File: config.mk
export PLATFORM = sky130hd
export DESIGN_NAME = rgb_to_hsl_color_box_flat
export DESIGN_NICKNAME = d
export VERILOG_FILES = /design/src/design/cbox_pkg.sv /design/src/design/cbox_if.sv /design/src/design/rgb_to_hsl_color_box.sv /design/src/design/cbox_front.sv /design/src/design/cbox_queue.sv /design/src/design/cbox_back.sv /design/src/flat_wrapper.sv
export SDC_FILE = /design/constraint.sdc
export NUM_CORES = 2
export LEC_CHECK = 0
export BUFFER_PORTS_ARGS = -buffer_cell sky130_fd_sc_hd__buf_2
export CORE_MARGIN = 2
export CORE_UTILIZATION = 55
export DETAILED_ROUTE_END_ITERATION = 8
export PLACE_DENSITY = 0.73
export SLEW_MARGIN = 20
export SYNTH_ARGS = -nofsm -noshare
export SYNTH_HDL_FRONTEND = slang
export SYNTH_SLANG_ARGS = --single-unit
File: constraint.sdc
create_clock -name clock -period 17.2 [get_ports clock]
set_input_delay 3.44 -clock clock [delete_from_list [all_inputs] [get_ports clock]]
set_output_delay 3.44 -clock clock [all_outputs]
set_load 0.1 [all_outputs]
File: src/design/cbox_pkg.sv
// Shared types and constants for the RGB to HSL colour box block.
package cbox_pkg;

   localparam int MAX_WIDTH  = 4096;
   localparam int MAX_HEIGHT = 4096;
   localparam int RUN_LENGTH = 5;

   // numerator width of the two divisions (360 * 255 needs 17 bits)
   localparam int NUM_W  = 18;
   localparam int DEN_W  = 9;
   localparam int STEP_W = $clog2(NUM_W);
   localparam int CFG_AW = 5;

   localparam logic [DEN_W-1:0] LIGHT_DEN = DEN_W'(510);

   // lightness = 360 * sum / 510 = 12 * sum / 17, taken as (12 * sum * 7711) >> 17;
   // exact for 12 * sum up to 6120
   localparam logic [12:0] LIGHT_RECIP = 13'd7711;
   localparam int          LIGHT_SHIFT = 17;

   // register indexes
   localparam logic [2:0] REG_FRAME_WIDTH  = 3'd0;
   localparam logic [2:0] REG_FRAME_HEIGHT = 3'd1;
   localparam logic [2:0] REG_TARGET_HUE   = 3'd2;
   localparam logic [2:0] REG_TARGET_SAT   = 3'd3;
   localparam logic [2:0] REG_TARGET_LIGHT = 3'd4;
   localparam logic [2:0] REG_HUE_TOL      = 3'd5;
   localparam logic [2:0] REG_SAT_TOL      = 3'd6;
   localparam logic [2:0] REG_LIGHT_TOL    = 3'd7;

   typedef struct packed {
      logic [12:0] frame_width;
      logic [12:0] frame_height;
      logic [8:0]  target_hue;
      logic [8:0]  target_sat;
      logic [8:0]  target_light;
      logic [8:0]  hue_tol;
      logic [8:0]  sat_tol;
      logic [8:0]  light_tol;
   } cfg_type;

   // one classified request waiting for the dividers
   typedef struct packed {
      logic             gray;
      logic [NUM_W-1:0] hue_num;
      logic [DEN_W-1:0] hue_den;
      logic [NUM_W-1:0] sat_num;
      logic [DEN_W-1:0] sat_den;
      logic [8:0]       light;
   } job_type;

   typedef enum logic [1:0] {
      BK_IDLE,
      BK_DIV,
      BK_DONE
   } back_state_type;

endpackage

File: src/design/cbox_if.sv
// Valid/ready channel interfaces for pixel requests and results.
interface cbox_req_if;
   logic       valid;
   logic       ready;
   logic [7:0] red;
   logic [7:0] green;
   logic [7:0] blue;
   modport source (output valid, red, green, blue, input ready);
   modport sink (input valid, red, green, blue, output ready);
endinterface

interface cbox_rsp_if;
   logic        valid;
   logic        ready;
   logic [8:0]  hue;
   logic [8:0]  saturation;
   logic [8:0]  lightness;
   logic        color_match;
   logic        run_reached;
   logic        frame_done;
   logic [12:0] box_left;
   logic [12:0] box_top;
   logic [11:0] box_right;
   logic [11:0] box_bottom;
   logic        box_found;
   modport source (output valid, hue, saturation, lightness, color_match, run_reached,
                   frame_done, box_left, box_top, box_right, box_bottom, box_found,
                   input ready);
   modport sink (input valid, hue, saturation, lightness, color_match, run_reached,
                 frame_done, box_left, box_top, box_right, box_bottom, box_found,
                 output ready);
endinterface

File: src/design/rgb_to_hsl_color_box.sv
// Top level: register port, front end, request queue and divider back end.
// The result register loads after the request is accepted (load, 18 divider steps,
// commit) when the back end is idle.
// The back end works on one request at a time, through the 18-step bit-serial dividers.
// The front end and a two-entry queue take requests while the back end divides.
// Synchronous active-high reset clears the queue, frame position, run count and box;
// registers return to their documented defaults.
module rgb_to_hsl_color_box (
   input  logic                         clock,
   input  logic                         reset,
   cbox_req_if.sink                     req_if,
   cbox_rsp_if.source                   rsp_if,
   input  logic                         csr_psel,
   input  logic                         csr_penable,
   input  logic                         csr_pwrite,
   input  logic [cbox_pkg::CFG_AW-1:0]  csr_paddr,
   input  logic [31:0]                  csr_pwdata,
   output logic [31:0]                  csr_prdata,
   output logic                         csr_pready
);

   cbox_pkg::cfg_type cfg_ff;
   cbox_pkg::job_type front_job, queue_job;
   logic push, full, pop, not_empty, cfg_wr;
   logic [2:0] reg_sel;

   assign csr_pready = 1'b1;
   assign cfg_wr  = csr_psel && csr_penable && csr_pwrite;
   assign reg_sel = csr_paddr[4:2];

   // configuration registers
   always_ff @(posedge clock) begin
      if (reset) begin
         cfg_ff.frame_width  <= 13'd640;
         cfg_ff.frame_height <= 13'd480;
         cfg_ff.target_hue   <= 9'd0;
         cfg_ff.target_sat   <= 9'd0;
         cfg_ff.target_light <= 9'd0;
         cfg_ff.hue_tol      <= 9'd30;
         cfg_ff.sat_tol      <= 9'd100;
         cfg_ff.light_tol    <= 9'd360;
      end else if (cfg_wr && csr_paddr[1:0] == 2'd0) begin
         unique case (reg_sel)
            cbox_pkg::REG_FRAME_WIDTH:  cfg_ff.frame_width  <= csr_pwdata[12:0];
            cbox_pkg::REG_FRAME_HEIGHT: cfg_ff.frame_height <= csr_pwdata[12:0];
            cbox_pkg::REG_TARGET_HUE:   cfg_ff.target_hue   <= csr_pwdata[8:0];
            cbox_pkg::REG_TARGET_SAT:   cfg_ff.target_sat   <= csr_pwdata[8:0];
            cbox_pkg::REG_TARGET_LIGHT: cfg_ff.target_light <= csr_pwdata[8:0];
            cbox_pkg::REG_HUE_TOL:      cfg_ff.hue_tol      <= csr_pwdata[8:0];
            cbox_pkg::REG_SAT_TOL:      cfg_ff.sat_tol      <= csr_pwdata[8:0];
            cbox_pkg::REG_LIGHT_TOL:    cfg_ff.light_tol    <= csr_pwdata[8:0];
            default: ;
         endcase
      end
   end

   // register read-back
   always_comb begin
      unique case (reg_sel)
         cbox_pkg::REG_FRAME_WIDTH:  csr_prdata = 32'(cfg_ff.frame_width);
         cbox_pkg::REG_FRAME_HEIGHT: csr_prdata = 32'(cfg_ff.frame_height);
         cbox_pkg::REG_TARGET_HUE:   csr_prdata = 32'(cfg_ff.target_hue);
         cbox_pkg::REG_TARGET_SAT:   csr_prdata = 32'(cfg_ff.target_sat);
         cbox_pkg::REG_TARGET_LIGHT: csr_prdata = 32'(cfg_ff.target_light);
         cbox_pkg::REG_HUE_TOL:      csr_prdata = 32'(cfg_ff.hue_tol);
         cbox_pkg::REG_SAT_TOL:      csr_prdata = 32'(cfg_ff.sat_tol);
         cbox_pkg::REG_LIGHT_TOL:    csr_prdata = 32'(cfg_ff.light_tol);
         default:                    csr_prdata = 32'd0;
      endcase
   end

   cbox_front u_front (
      .in_valid (req_if.valid),
      .in_ready (req_if.ready),
      .red      (req_if.red),
      .green    (req_if.green),
      .blue     (req_if.blue),
      .push     (push),
      .job      (front_job),
      .full     (full)
   );

   cbox_queue u_queue (
      .clock     (clock),
      .reset     (reset),
      .push      (push),
      .push_job  (front_job),
      .full      (full),
      .pop       (pop),
      .not_empty (not_empty),
      .pop_job   (queue_job)
   );

   cbox_back u_back (
      .clock     (clock),
      .reset     (reset),
      .cfg       (cfg_ff),
      .job_valid (not_empty),
      .job       (queue_job),
      .job_pop   (pop),
      .rsp       (rsp_if)
   );

endmodule

File: src/design/cbox_front.sv
// Front end: takes a pixel and forms the numerators and divisors of its HSL values.
module cbox_front (
   input  logic               in_valid,
   output logic               in_ready,
   input  logic [7:0]         red,
   input  logic [7:0]         green,
   input  logic [7:0]         blue,
   output logic               push,
   output cbox_pkg::job_type  job,
   input  logic               full
);

   logic [7:0] mx, mn, d;
   logic [8:0] sum;
   logic [cbox_pkg::NUM_W-1:0] d360, d120, d240, r60, g60, b60;
   logic [12:0] light12;
   logic [25:0] light_prod;

   assign in_ready = !full;
   assign push     = in_valid && !full;

   // max, min and spread
   always_comb begin
      mx = red;
      mn = red;
      if (green > mx) mx = green;
      if (blue > mx) mx = blue;
      if (green < mn) mn = green;
      if (blue < mn) mn = blue;
      d   = mx - mn;
      sum = {1'b0, mx} + {1'b0, mn};
   end

   always_comb begin
      d360 = cbox_pkg::NUM_W'(d) * cbox_pkg::NUM_W'(360);
      d120 = cbox_pkg::NUM_W'(d) * cbox_pkg::NUM_W'(120);
      d240 = cbox_pkg::NUM_W'(d) * cbox_pkg::NUM_W'(240);
      r60  = cbox_pkg::NUM_W'(red) * cbox_pkg::NUM_W'(60);
      g60  = cbox_pkg::NUM_W'(green) * cbox_pkg::NUM_W'(60);
      b60  = cbox_pkg::NUM_W'(blue) * cbox_pkg::NUM_W'(60);
   end

   // lightness by reciprocal multiply of 12 * sum
   always_comb begin
      light12    = {1'b0, sum, 3'b000} + {2'b00, sum, 2'b00};
      light_prod = 26'(light12) * 26'(cbox_pkg::LIGHT_RECIP);
   end

   // numerators and divisors
   always_comb begin
      job.gray      = (d == 8'd0);
      job.hue_den   = {1'b0, d};
      job.light     = light_prod[cbox_pkg::LIGHT_SHIFT +: 9];
      job.sat_num   = d360;
      job.sat_den   = (sum > 9'd255) ? (cbox_pkg::LIGHT_DEN - sum) : sum;
      if (mx == red) begin
         job.hue_num = (green < blue) ? (d360 + g60 - b60) : (g60 - b60);
      end else if (mx == green) begin
         job.hue_num = d120 + b60 - r60;
      end else begin
         job.hue_num = d240 + r60 - g60;
      end
   end

endmodule

File: src/design/cbox_queue.sv
// Two-entry queue between the front end and the divider back end.
module cbox_queue (
   input  logic              clock,
   input  logic              reset,
   input  logic              push,
   input  cbox_pkg::job_type push_job,
   output logic              full,
   input  logic              pop,
   output logic              not_empty,
   output cbox_pkg::job_type pop_job
);

   cbox_pkg::job_type slot_ff [2];
   logic       wr_ptr_ff, rd_ptr_ff;
   logic [1:0] count_ff;

   assign full      = (count_ff == 2'd2);
   assign not_empty = (count_ff != 2'd0);
   assign pop_job   = slot_ff[rd_ptr_ff];

   // storage
   always_ff @(posedge clock) begin
      if (push) begin
         slot_ff[wr_ptr_ff] <= push_job;
      end
   end

   // pointers and fill count
   always_ff @(posedge clock) begin
      if (reset) begin
         wr_ptr_ff <= 1'b0;
         rd_ptr_ff <= 1'b0;
         count_ff  <= 2'd0;
      end else begin
         if (push) wr_ptr_ff <= !wr_ptr_ff;
         if (pop) rd_ptr_ff <= !rd_ptr_ff;
         if (push && !pop) begin
            count_ff <= count_ff + 2'd1;
         end else if (pop && !push) begin
            count_ff <= count_ff - 2'd1;
         end
      end
   end

endmodule

File: src/design/cbox_back.sv
// Back end: bit-serial dividers, colour match, run count, frame position and box.
module cbox_back (
   input  logic              clock,
   input  logic              reset,
   input  cbox_pkg::cfg_type cfg,
   input  logic              job_valid,
   input  cbox_pkg::job_type job,
   output logic              job_pop,
   cbox_rsp_if.source        rsp
);

   cbox_pkg::back_state_type state_ff, state_in;

   // lane 0 hue, lane 1 saturation
   logic [cbox_pkg::NUM_W-1:0]  num_ff [2];
   logic [cbox_pkg::NUM_W-1:0]  quo_ff [2];
   logic [cbox_pkg::DEN_W-1:0]  den_ff [2];
   logic [cbox_pkg::DEN_W-1:0]  rem_ff [2];
   logic [cbox_pkg::DEN_W-1:0]  rem_in [2];
   logic [1:0]                  qbit;
   logic [cbox_pkg::STEP_W-1:0] step_ff;
   logic                        gray_ff;
   logic [8:0]                  light_ff;

   logic [11:0] column_ff, row_ff;
   logic [2:0]  run_ff;
   logic [12:0] left_ff, top_ff;
   logic [11:0] right_ff, bottom_ff;
   logic        found_ff;
   logic        out_valid_ff;

   logic load, steping, last_step, commit;

   // one restoring step per lane
   always_comb begin
      for (int i = 0; i < 2; i++) begin
         logic [cbox_pkg::DEN_W:0] trial;
         trial   = {rem_ff[i], num_ff[i][cbox_pkg::NUM_W-1]};
         qbit[i] = (trial >= {1'b0, den_ff[i]});
         rem_in[i] = qbit[i] ? cbox_pkg::DEN_W'(trial - {1'b0, den_ff[i]})
                             : trial[cbox_pkg::DEN_W-1:0];
      end
   end

   assign last_step = (step_ff == cbox_pkg::STEP_W'(cbox_pkg::NUM_W - 1));

   // next state
   always_comb begin
      state_in = state_ff;
      unique case (state_ff)
         cbox_pkg::BK_IDLE: if (job_valid) state_in = cbox_pkg::BK_DIV;
         cbox_pkg::BK_DIV:  if (last_step) state_in = cbox_pkg::BK_DONE;
         cbox_pkg::BK_DONE: if (!out_valid_ff || rsp.ready) state_in = cbox_pkg::BK_IDLE;
         default:           state_in = cbox_pkg::BK_IDLE;
      endcase
   end

   // control outputs
   always_comb begin
      load    = 1'b0;
      steping = 1'b0;
      commit  = 1'b0;
      unique case (state_ff)
         cbox_pkg::BK_IDLE: load = job_valid;
         cbox_pkg::BK_DIV:  steping = 1'b1;
         cbox_pkg::BK_DONE: commit = !out_valid_ff || rsp.ready;
         default: ;
      endcase
   end

   assign job_pop = load;

   always_ff @(posedge clock) begin
      if (reset) state_ff <= cbox_pkg::BK_IDLE;
      else state_ff <= state_in;
   end

   // divider datapath
   always_ff @(posedge clock) begin
      if (load) begin
         num_ff[0] <= job.hue_num;
         num_ff[1] <= job.sat_num;
         den_ff[0] <= job.gray ? 9'd1 : job.hue_den;
         den_ff[1] <= job.gray ? 9'd1 : job.sat_den;
         gray_ff   <= job.gray;
         light_ff  <= job.light;
         step_ff   <= '0;
         for (int i = 0; i < 2; i++) begin
            rem_ff[i] <= '0;
            quo_ff[i] <= '0;
         end
      end else if (steping) begin
         step_ff <= step_ff + 1'b1;
         for (int i = 0; i < 2; i++) begin
            rem_ff[i] <= rem_in[i];
            num_ff[i] <= {num_ff[i][cbox_pkg::NUM_W-2:0], 1'b0};
            quo_ff[i] <= {quo_ff[i][cbox_pkg::NUM_W-2:0], qbit[i]};
         end
      end
   end

   // per-pixel evaluation of match, run, position and box
   logic [12:0] w_eff, h_eff;
   logic [8:0]  hue_v, sat_v, light_v;
   logic [9:0]  dh, ds, dl;
   logic        match, reached, first, last_col, done;
   logic [2:0]  run_in;
   logic [12:0] left_in, top_in;
   logic [11:0] right_in, bottom_in;
   logic        found_in;

   always_comb begin
      if (cfg.frame_width == 13'd0) w_eff = 13'd1;
      else if (cfg.frame_width > 13'(cbox_pkg::MAX_WIDTH)) w_eff = 13'(cbox_pkg::MAX_WIDTH);
      else w_eff = cfg.frame_width;
      if (cfg.frame_height == 13'd0) h_eff = 13'd1;
      else if (cfg.frame_height > 13'(cbox_pkg::MAX_HEIGHT)) h_eff = 13'(cbox_pkg::MAX_HEIGHT);
      else h_eff = cfg.frame_height;

      hue_v   = gray_ff ? 9'd0 : quo_ff[0][8:0];
      sat_v   = gray_ff ? 9'd0 : quo_ff[1][8:0];
      light_v = light_ff;
      dh = (hue_v > cfg.target_hue) ? {1'b0, hue_v} - {1'b0, cfg.target_hue}
                                    : {1'b0, cfg.target_hue} - {1'b0, hue_v};
      ds = (sat_v > cfg.target_sat) ? {1'b0, sat_v} - {1'b0, cfg.target_sat}
                                    : {1'b0, cfg.target_sat} - {1'b0, sat_v};
      dl = (light_v > cfg.target_light) ? {1'b0, light_v} - {1'b0, cfg.target_light}
                                        : {1'b0, cfg.target_light} - {1'b0, light_v};
      match = (dh < {1'b0, cfg.hue_tol}) && (ds < {1'b0, cfg.sat_tol})
              && (dl < {1'b0, cfg.light_tol});

      first     = (column_ff == 12'd0) && (row_ff == 12'd0);
      left_in   = first ? w_eff : left_ff;
      top_in    = first ? h_eff : top_ff;
      right_in  = first ? 12'd0 : right_ff;
      bottom_in = first ? 12'd0 : bottom_ff;
      found_in  = first ? 1'b0 : found_ff;
      run_in    = (column_ff == 12'd0) ? 3'd0 : run_ff;
      reached   = 1'b0;

      if (match) begin
         if (run_in != 3'd7) run_in = run_in + 3'd1;
         if (run_in >= 3'(cbox_pkg::RUN_LENGTH)) begin
            reached  = 1'b1;
            found_in = 1'b1;
            if ({1'b0, column_ff} < left_in) left_in = {1'b0, column_ff};
            if (column_ff > right_in) right_in = column_ff;
            if ({1'b0, row_ff} < top_in) top_in = {1'b0, row_ff};
            if (row_ff > bottom_in) bottom_in = row_ff;
         end
      end else begin
         run_in = 3'd0;
      end

      last_col = ({1'b0, column_ff} + 13'd1) >= w_eff;
      done     = last_col && (({1'b0, row_ff} + 13'd1) >= h_eff);
   end

   // frame tracking state, updated when a result is committed
   always_ff @(posedge clock) begin
      if (reset) begin
         column_ff <= '0;
         row_ff    <= '0;
         run_ff    <= '0;
         left_ff   <= 13'd640;
         top_ff    <= 13'd480;
         right_ff  <= '0;
         bottom_ff <= '0;
         found_ff  <= 1'b0;
      end else if (commit) begin
         run_ff    <= run_in;
         left_ff   <= left_in;
         top_ff    <= top_in;
         right_ff  <= right_in;
         bottom_ff <= bottom_in;
         found_ff  <= found_in;
         if (last_col) begin
            column_ff <= '0;
            row_ff    <= done ? 12'd0 : row_ff + 12'd1;
         end else begin
            column_ff <= column_ff + 12'd1;
         end
      end
   end

   // output register
   always_ff @(posedge clock) begin
      if (reset) begin
         out_valid_ff <= 1'b0;
      end else if (commit) begin
         out_valid_ff <= 1'b1;
      end else if (rsp.ready) begin
         out_valid_ff <= 1'b0;
      end
   end

   always_ff @(posedge clock) begin
      if (commit) begin
         rsp.hue         <= hue_v;
         rsp.saturation  <= sat_v;
         rsp.lightness   <= light_v;
         rsp.color_match <= match;
         rsp.run_reached <= reached;
         rsp.frame_done  <= done;
         rsp.box_left    <= done ? left_in : 13'd0;
         rsp.box_top     <= done ? top_in : 13'd0;
         rsp.box_right   <= done ? right_in : 12'd0;
         rsp.box_bottom  <= done ? bottom_in : 12'd0;
         rsp.box_found   <= done ? found_in : 1'b0;
      end
   end

   assign rsp.valid = out_valid_ff;

endmodule
File: src/flat_wrapper.sv
// flat-port wrapper written by rule: the top's interface ports become plain ports
module rgb_to_hsl_color_box_flat 
  (clock, reset, csr_psel, csr_penable, csr_pwrite, csr_paddr, csr_pwdata, csr_prdata, csr_pready, req_if_valid, req_if_red, req_if_green, req_if_blue, req_if_ready, rsp_if_valid, rsp_if_hue, rsp_if_saturation, rsp_if_lightness, rsp_if_color_match, rsp_if_run_reached, rsp_if_frame_done, rsp_if_box_left, rsp_if_box_top, rsp_if_box_right, rsp_if_box_bottom, rsp_if_box_found, rsp_if_ready);
  cbox_req_if req_if_i ();
  cbox_rsp_if rsp_if_i ();
  input  logic clock;
  input  logic reset;
  input  logic csr_psel;
  input  logic csr_penable;
  input  logic csr_pwrite;
  input  logic [cbox_pkg::CFG_AW-1:0] csr_paddr;
  input  logic [31:0] csr_pwdata;
  output logic [31:0] csr_prdata;
  output logic csr_pready;
  input wire logic [$bits(req_if_i.valid)-1:0] req_if_valid;
  input wire logic [$bits(req_if_i.red)-1:0] req_if_red;
  input wire logic [$bits(req_if_i.green)-1:0] req_if_green;
  input wire logic [$bits(req_if_i.blue)-1:0] req_if_blue;
  output wire logic [$bits(req_if_i.ready)-1:0] req_if_ready;
  output wire logic [$bits(rsp_if_i.valid)-1:0] rsp_if_valid;
  output wire logic [$bits(rsp_if_i.hue)-1:0] rsp_if_hue;
  output wire logic [$bits(rsp_if_i.saturation)-1:0] rsp_if_saturation;
  output wire logic [$bits(rsp_if_i.lightness)-1:0] rsp_if_lightness;
  output wire logic [$bits(rsp_if_i.color_match)-1:0] rsp_if_color_match;
  output wire logic [$bits(rsp_if_i.run_reached)-1:0] rsp_if_run_reached;
  output wire logic [$bits(rsp_if_i.frame_done)-1:0] rsp_if_frame_done;
  output wire logic [$bits(rsp_if_i.box_left)-1:0] rsp_if_box_left;
  output wire logic [$bits(rsp_if_i.box_top)-1:0] rsp_if_box_top;
  output wire logic [$bits(rsp_if_i.box_right)-1:0] rsp_if_box_right;
  output wire logic [$bits(rsp_if_i.box_bottom)-1:0] rsp_if_box_bottom;
  output wire logic [$bits(rsp_if_i.box_found)-1:0] rsp_if_box_found;
  input wire logic [$bits(rsp_if_i.ready)-1:0] rsp_if_ready;
  assign req_if_i.valid = req_if_valid;
  assign req_if_i.red = req_if_red;
  assign req_if_i.green = req_if_green;
  assign req_if_i.blue = req_if_blue;
  assign req_if_ready = req_if_i.ready;
  assign rsp_if_valid = rsp_if_i.valid;
  assign rsp_if_hue = rsp_if_i.hue;
  assign rsp_if_saturation = rsp_if_i.saturation;
  assign rsp_if_lightness = rsp_if_i.lightness;
  assign rsp_if_color_match = rsp_if_i.color_match;
  assign rsp_if_run_reached = rsp_if_i.run_reached;
  assign rsp_if_frame_done = rsp_if_i.frame_done;
  assign rsp_if_box_left = rsp_if_i.box_left;
  assign rsp_if_box_top = rsp_if_i.box_top;
  assign rsp_if_box_right = rsp_if_i.box_right;
  assign rsp_if_box_bottom = rsp_if_i.box_bottom;
  assign rsp_if_box_found = rsp_if_i.box_found;
  assign rsp_if_i.ready = rsp_if_ready;
  rgb_to_hsl_color_box u_core (.clock(clock), .reset(reset), .req_if(req_if_i), .rsp_if(rsp_if_i), .csr_psel(csr_psel), .csr_penable(csr_penable), .csr_pwrite(csr_pwrite), .csr_paddr(csr_paddr), .csr_pwdata(csr_pwdata), .csr_prdata(csr_prdata), .csr_pready(csr_pready));
endmodule
**Word level (Yosys, flattened, before mapping)**

Memory sizes are Yosys's and may differ from the RTL's. A register that Yosys moved wholly into a read port is not among the register bits.
Index checks and enable logic that the tools add are counted.

- Flip-flop bits (word level): 261
- Latch bits: 0
- Bits in writable memories: 226
- ROM bits: 0
- Input bits: 68
- Output and inout bits: 116
- Logic and storage cells: 232
- Memories kept: 5

- $add $sub $neg: 27
- Multipliers: 7
- Div/mod/pow operators: 0
- Magnitude comparators: 23
- Equality and inequality tests: 17
- Shift operators: 0
- Multiplexer cells: 74
- Bitwise gates (word level): 6
- Reductions and logical operators: 38

Memory list:

| memory | words | bits a word | read ports | clocked after memory_dff | wr ports | line | source |
|---|---|---|---|---|---|---|---|
| u_core.u_queue.slot_ff | 2 | 59 | 1 | 1 | 1 | cbox_queue.sv:13 | `cbox_pkg::job_type slot_ff [2];` |
| u_core.u_back.num_ff | 2 | 18 | 2 | 0 | 2 | cbox_back.sv:15 | `logic [cbox_pkg::NUM_W-1:0] num_ff [2];` |
| u_core.u_back.quo_ff | 2 | 18 | 2 | 0 | 2 | cbox_back.sv:16 | `logic [cbox_pkg::NUM_W-1:0] quo_ff [2];` |
| u_core.u_back.den_ff | 2 | 9 | 2 | 0 | 2 | cbox_back.sv:17 | `logic [cbox_pkg::DEN_W-1:0] den_ff [2];` |
| u_core.u_back.rem_ff | 2 | 9 | 2 | 0 | 2 | cbox_back.sv:18 | `logic [cbox_pkg::DEN_W-1:0] rem_ff [2];` |

Operator list:

| cell | count |
|---|---|
| $pmux W32 S8 | 1 |
| $mux W13 | 12 |
| $mux W18 | 7 |
| $mux W12 | 10 |
| $mux W9 | 9 |
| $mul A8 B4 Y12 const B | 5 |
| $sub A9 B9 Y10 | 6 |
| $mux W8 | 4 |
| $lt A10 B9 Y1 | 3 |
| $mux W10 | 3 |
| $gt A9 B9 Y1 | 3 |
| $add A12 B1 Y13 const B | 2 |
| $ge A13 B13 Y1 | 2 |
| $gt A13 B13 Y1 const B | 2 |
| $logic_not A13 Y1 | 2 |
| $lt A12 B13 Y1 | 2 |
| $mul A13 B13 Y26 const B | 1 |
| $add A12 B1 Y12 const B | 2 |
| $gt A12 B12 Y1 | 2 |
| $logic_not A12 Y1 | 2 |
| $lt A8 B8 Y1 | 3 |
| $ge A10 B9 Y1 | 2 |
| $add A17 B14 Y18 | 1 |
| $mux W1 | 18 |
| 41 further kinds | 88 |

**Depth between registers and ports, before layout**

An unclocked memory read counts as a cell.

- Depth after elaboration: 11
- Depth in mapped cells: 54
- Depth with buffers taken out: 53

**By module**

From an unflattened synthesis, not the netlist that was laid out.

- Cell total of the unflattened synthesis: 4,104
- Area total of the unflattened synthesis: 39,330.2 µm²

By module, submodules not included:

| module | times used | cells an instance | area each (µm²) | sequential area each (µm²) |
|---|---|---|---|---|
| cbox_back | 1 | 1,850 | 17,501.8 | 7,156.9 |
| cbox_front | 1 | 1,615 | 13,151.4 | 0.0 |
| cbox_queue | 1 | 221 | 4,849.7 | 3,943.8 |
| rgb_to_hsl_color_box | 1 | 418 | 3,827.4 | 1,601.5 |

**Worst setup path before layout**

Ideal clock, no wire load.

- Kind: input to register
- Start point: input port req_if_red[5]
- End point: memory u_core.u_queue.slot_ff[0][5] (netlist name), data pin
- Setup time: 0.261 ns
- Data arrival time: 13.621 ns
- Required time: 16.939 ns
- Setup slack: 3.317 ns
- Stages: 47
- Path buffers: 3
- Path through: inv_1 ha_1 a21oi_1 o21ai_0 inv_1 a31oi_1 clkbuf_1 nor2_1 a21oi_1 ha_1 and3_1 a221oi_1 a211o_1 buf_1 clkbuf_1 nor2_1 a21oi_1 ha_1 [... 11 more ...] xnor2_1 xnor2_1 fa_1 ha_1 inv_1 fa_1 fa_1 inv_1 ha_1 a21oi_1 o21ai_0 a211oi_1 a21boi_0 a31o_2 o21ai_0 o21bai_1 a211oi_1 nor2_1

RTL lines:

| item | line | source |
|---|---|---|
| start, declared | flat_wrapper.sv:16 | `input wire logic [$bits(req_if_i.red)-1:0] req_if_red;` |
| end, declared | cbox_queue.sv:13 |  |

==> results.sh <==
export IMPL_wl_per_cell_um=17.5
export IMPL_io_buffer_count=144
export IMPL_cts_tree="done"
export IMPL_grt_start_max_net_pins=99
export IMPL_ff2ff_path_depth=20
export IMPL_dpl_worst_slack_ns=2.26
export IMPL_syn_instance_count=3899
export IMPL_synth_distinct_cells=80
export IMPL_drt_initial_drc_count=1990
export IMPL_track_usage_pct=24.7
export IMPL_yosysTopAreaCellShare_pct=23.1
export IMPL_drc=0
export IMPL_rows=94
export IMPL_worst_path_max_delay_cell="a211o_1"
export IMPL_hpwl_um=63300
export IMPL_worstPathMaxFanout=23
export IMPL_slew_headroom_pct=24.4
export IMPL_cp_data_required_time_ns=17.52
export IMPL_setup_worst_path_start="req_if_red[5]"
export IMPL_final_util_pct=60.0
export IMPL_area_growth_pct=8.09
export IMPL_clkTransAtPathRegs_ns=0.06
export IMPL_worstHoldStart="u_core.u_back.right_ff[0]"
export IMPL_worst_slack_ns=2.80
export IMPL_r2r_start="u_core.u_back.gray_ff"
export IMPL_crit_end="u_core.u_queue.slot_ff[0][5]"
export IMPL_die_w_um=262
export IMPL_synthArstFlopShare_pct=0
export IMPL_cp_end_kind="flop"
export IMPL_setup_viol=0
export IMPL_clock_skew_ns=0.0437
export IMPL_worstReg2RegEnd="u_core.u_back.top_ff[2]"
export IMPL_grt_setup_unrepaired="false"
export IMPL_cts_buffers=47
export IMPL_worst_pin_slew_ns=1.13
export IMPL_finalCriticalPeriod_ns=14.40
export IMPL_ios=184
export IMPL_numClockSinks=453
export IMPL_post_cts_resize_count=0
export IMPL_grt_pass1_wl_um=137000
export IMPL_vias=27545
export IMPL_design_area_um2=39500
export IMPL_gp_congestion=0.943
export IMPL_clockBufferDepth=3
export IMPL_timing_final_max_slew_violations=0
export IMPL_worstSetupStartpointType="primary input"
export IMPL_clock_latency_ns=0.60
export IMPL_ys_flop_type="edfxtp_1"
export IMPL_core_um2=65900
export IMPL_drt_total_wl_um=85000
export IMPL_drtAntennaViolNets=0
export IMPL_layout_common_cells="ha_1 (452), inv_1 (450), nand2_1 (325), nor2_1 (287), edfxtp_1 (282)"
export IMPL_fp_dieH_um=262
export IMPL_rrSetupSlack_ns=10.06
export IMPL_nets=4615
export IMPL_fin_crit_sh_pct=83.7
export IMPL_htreeDepth=2
export IMPL_yosysWarnings=0
export IMPL_clock_root_buffer="clkbuf_16"
export IMPL_crit_arrival_ns=14.72
export IMPL_die_area_um2=68600
export IMPL_maxCapViolCount=0
export IMPL_synth_largest_area_cell="edfxtp_1"
export IMPL_synth_seq_area_share_pct=32.5
export IMPL_fill_cells=5622
export IMPL_synth_seq_cells=453
export IMPL_syn_area_per_cell_um2=9.38
export IMPL_place_area_um2=37900
export IMPL_antenna_found_initial=0
export IMPL_setup_tns_ns=0
export IMPL_status="completed"
export IMPL_final_common_cell="ha_1"
export IMPL_grt_pass1_vias=26692
export IMPL_drive_above_1_share_pct=8.33
export IMPL_cts_hold_buf=0
export IMPL_firstDrtPassIters=5
export IMPL_final_hold_viol_count=0
export IMPL_via_per_inst=5.66
export IMPL_worstSetupPathType="in -> reg"
export IMPL_cts_setup_buffers=0
export IMPL_start_util_pct=55.5
export IMPL_synth_area_leaders="edfxtp_1 (23%), ha_1 (15%), dfxtp_1 (9.4%)"
export IMPL_syn_cell_area_um2=36600
export IMPL_hold_path_class="reg -> reg"
export IMPL_max_stage_delay_ns=0.63
export IMPL_gr_total_overflow=0
export IMPL_max_freq_mhz=69.5
export IMPL_synth_edf_count=282
## synth_stat cells, drive strengths merged, types with 48 or more instances
| master | count |
|---|---|
| xnor2 | 118 |
| edfxtp | 282 |
| clkbuf | 126 |
| nand2 | 326 |
| a21o | 78 |
| nand3 | 53 |
| o21ai | 175 |
| a211oi | 48 |
| ha | 452 |
| buf | 51 |
| a21oi | 270 |
| mux2i | 186 |
| dfxtp | 171 |
| inv | 452 |
| nor2 | 288 |
| fa | 134 |
| xor2 | 98 |
## layout make-up
type | instances | area, um2 | area share, %
Tap cell | 864 | 1080 | 2.73
Inverter | 454 | 1710 | 4.32
Sequential cell | 453 | 11900 | 30.1
Antenna cell | 1 | 2.50 | 0.00633
Clock inverter | 20 | 248 | 0.626
Timing Repair Buffer | 172 | 933 | 2.36
Multi-Input combinational cell | 2833 | 22300 | 56.5
Clock buffer | 67 | 1350 | 3.40
## per-layer routing
layer / vias up / global-route usage, % / wire (um) / share of wire [%]
li1: 13605 / - / - / -
met1: 13120 / 32.7 / 37200 / 44
met2: 689 / 42.8 / 41000 / 48
met3: 131 / 2.11 / 4290 / 5.0
met4: 0 / 7.82 / 2520 / 3.0
met5: - / 0 / 0 / 0
## worst min path at each step
stage	to	slack, ns	depth (start not counted)
2_1_floorplan	u_core.u_back.right_ff[0]	0.43	2
3_3_place_gp	u_core.u_back.right_ff[0]	0.44	2
3_5_place_dp	u_core.u_back.right_ff[10]	0.45	2
4_1_cts	u_core.u_back.right_ff[10]	0.46	2
5_1_grt	u_core.u_back.right_ff[10]	0.48	2
6_report	u_core.u_back.right_ff[0]	0.46	2
## sequential cells by signal, indices dropped and copies added (netlist names), 13 cells and up, named ones only
signal and cells:
u_core.u_back.left_ff 13, u_core.u_back.rem_ff 18, u_core.u_queue.slot_ff 108, u_core.u_back.rsp.box_top 13, u_core.u_back.num_ff 31, u_core.u_back.rsp.box_left 13
u_core.u_back.top_ff 13, u_core.cfg_ff 80, u_core.u_back.den_ff 16, u_core.u_back.quo_ff 18
## worst max-delay path, delay by kind of cell
| kind | cells | cell delay, ns |
|---|---|---|
| AO/OA/AOI/OAI | 21 | 4.73 |
| XOR/XNOR | 4 | 1.01 |
| AND/OR/NAND/NOR | 5 | 0.44 |
| adder cells (fa/ha/maj) | 10 | 3.63 |
| buffers and inverters | 7 | 1.04 |
| multiplexers | 1 | 0.41 |
## kinds of logic after synthesis
group,share of synthesized area [%]
AOI/OAI and AO/OA,13.4
xor gates and xnor gates,5.17
adders and majority gates,22.8
buffers and inverters,6.79
DFF,32.5
muxes,6.38
other,0.0205
and+or+nand+nor,12.9
## stage by stage
| step | instances | hold WS (ns) |
|---|---|---|
| after global placement | 4775 | 0.441 |
| after global routing | 4863 | 0.483 |
| after detailed placement | 4775 | 0.454 |
| final | 4864 | 0.458 |
| after floorplan | 3917 | 0.433 |
| after CTS | 4862 | 0.463 |
Power is left out: the tool's default activity adds up to more than one toggle a clock period on the data nets, which glitch-free logic cannot reach.
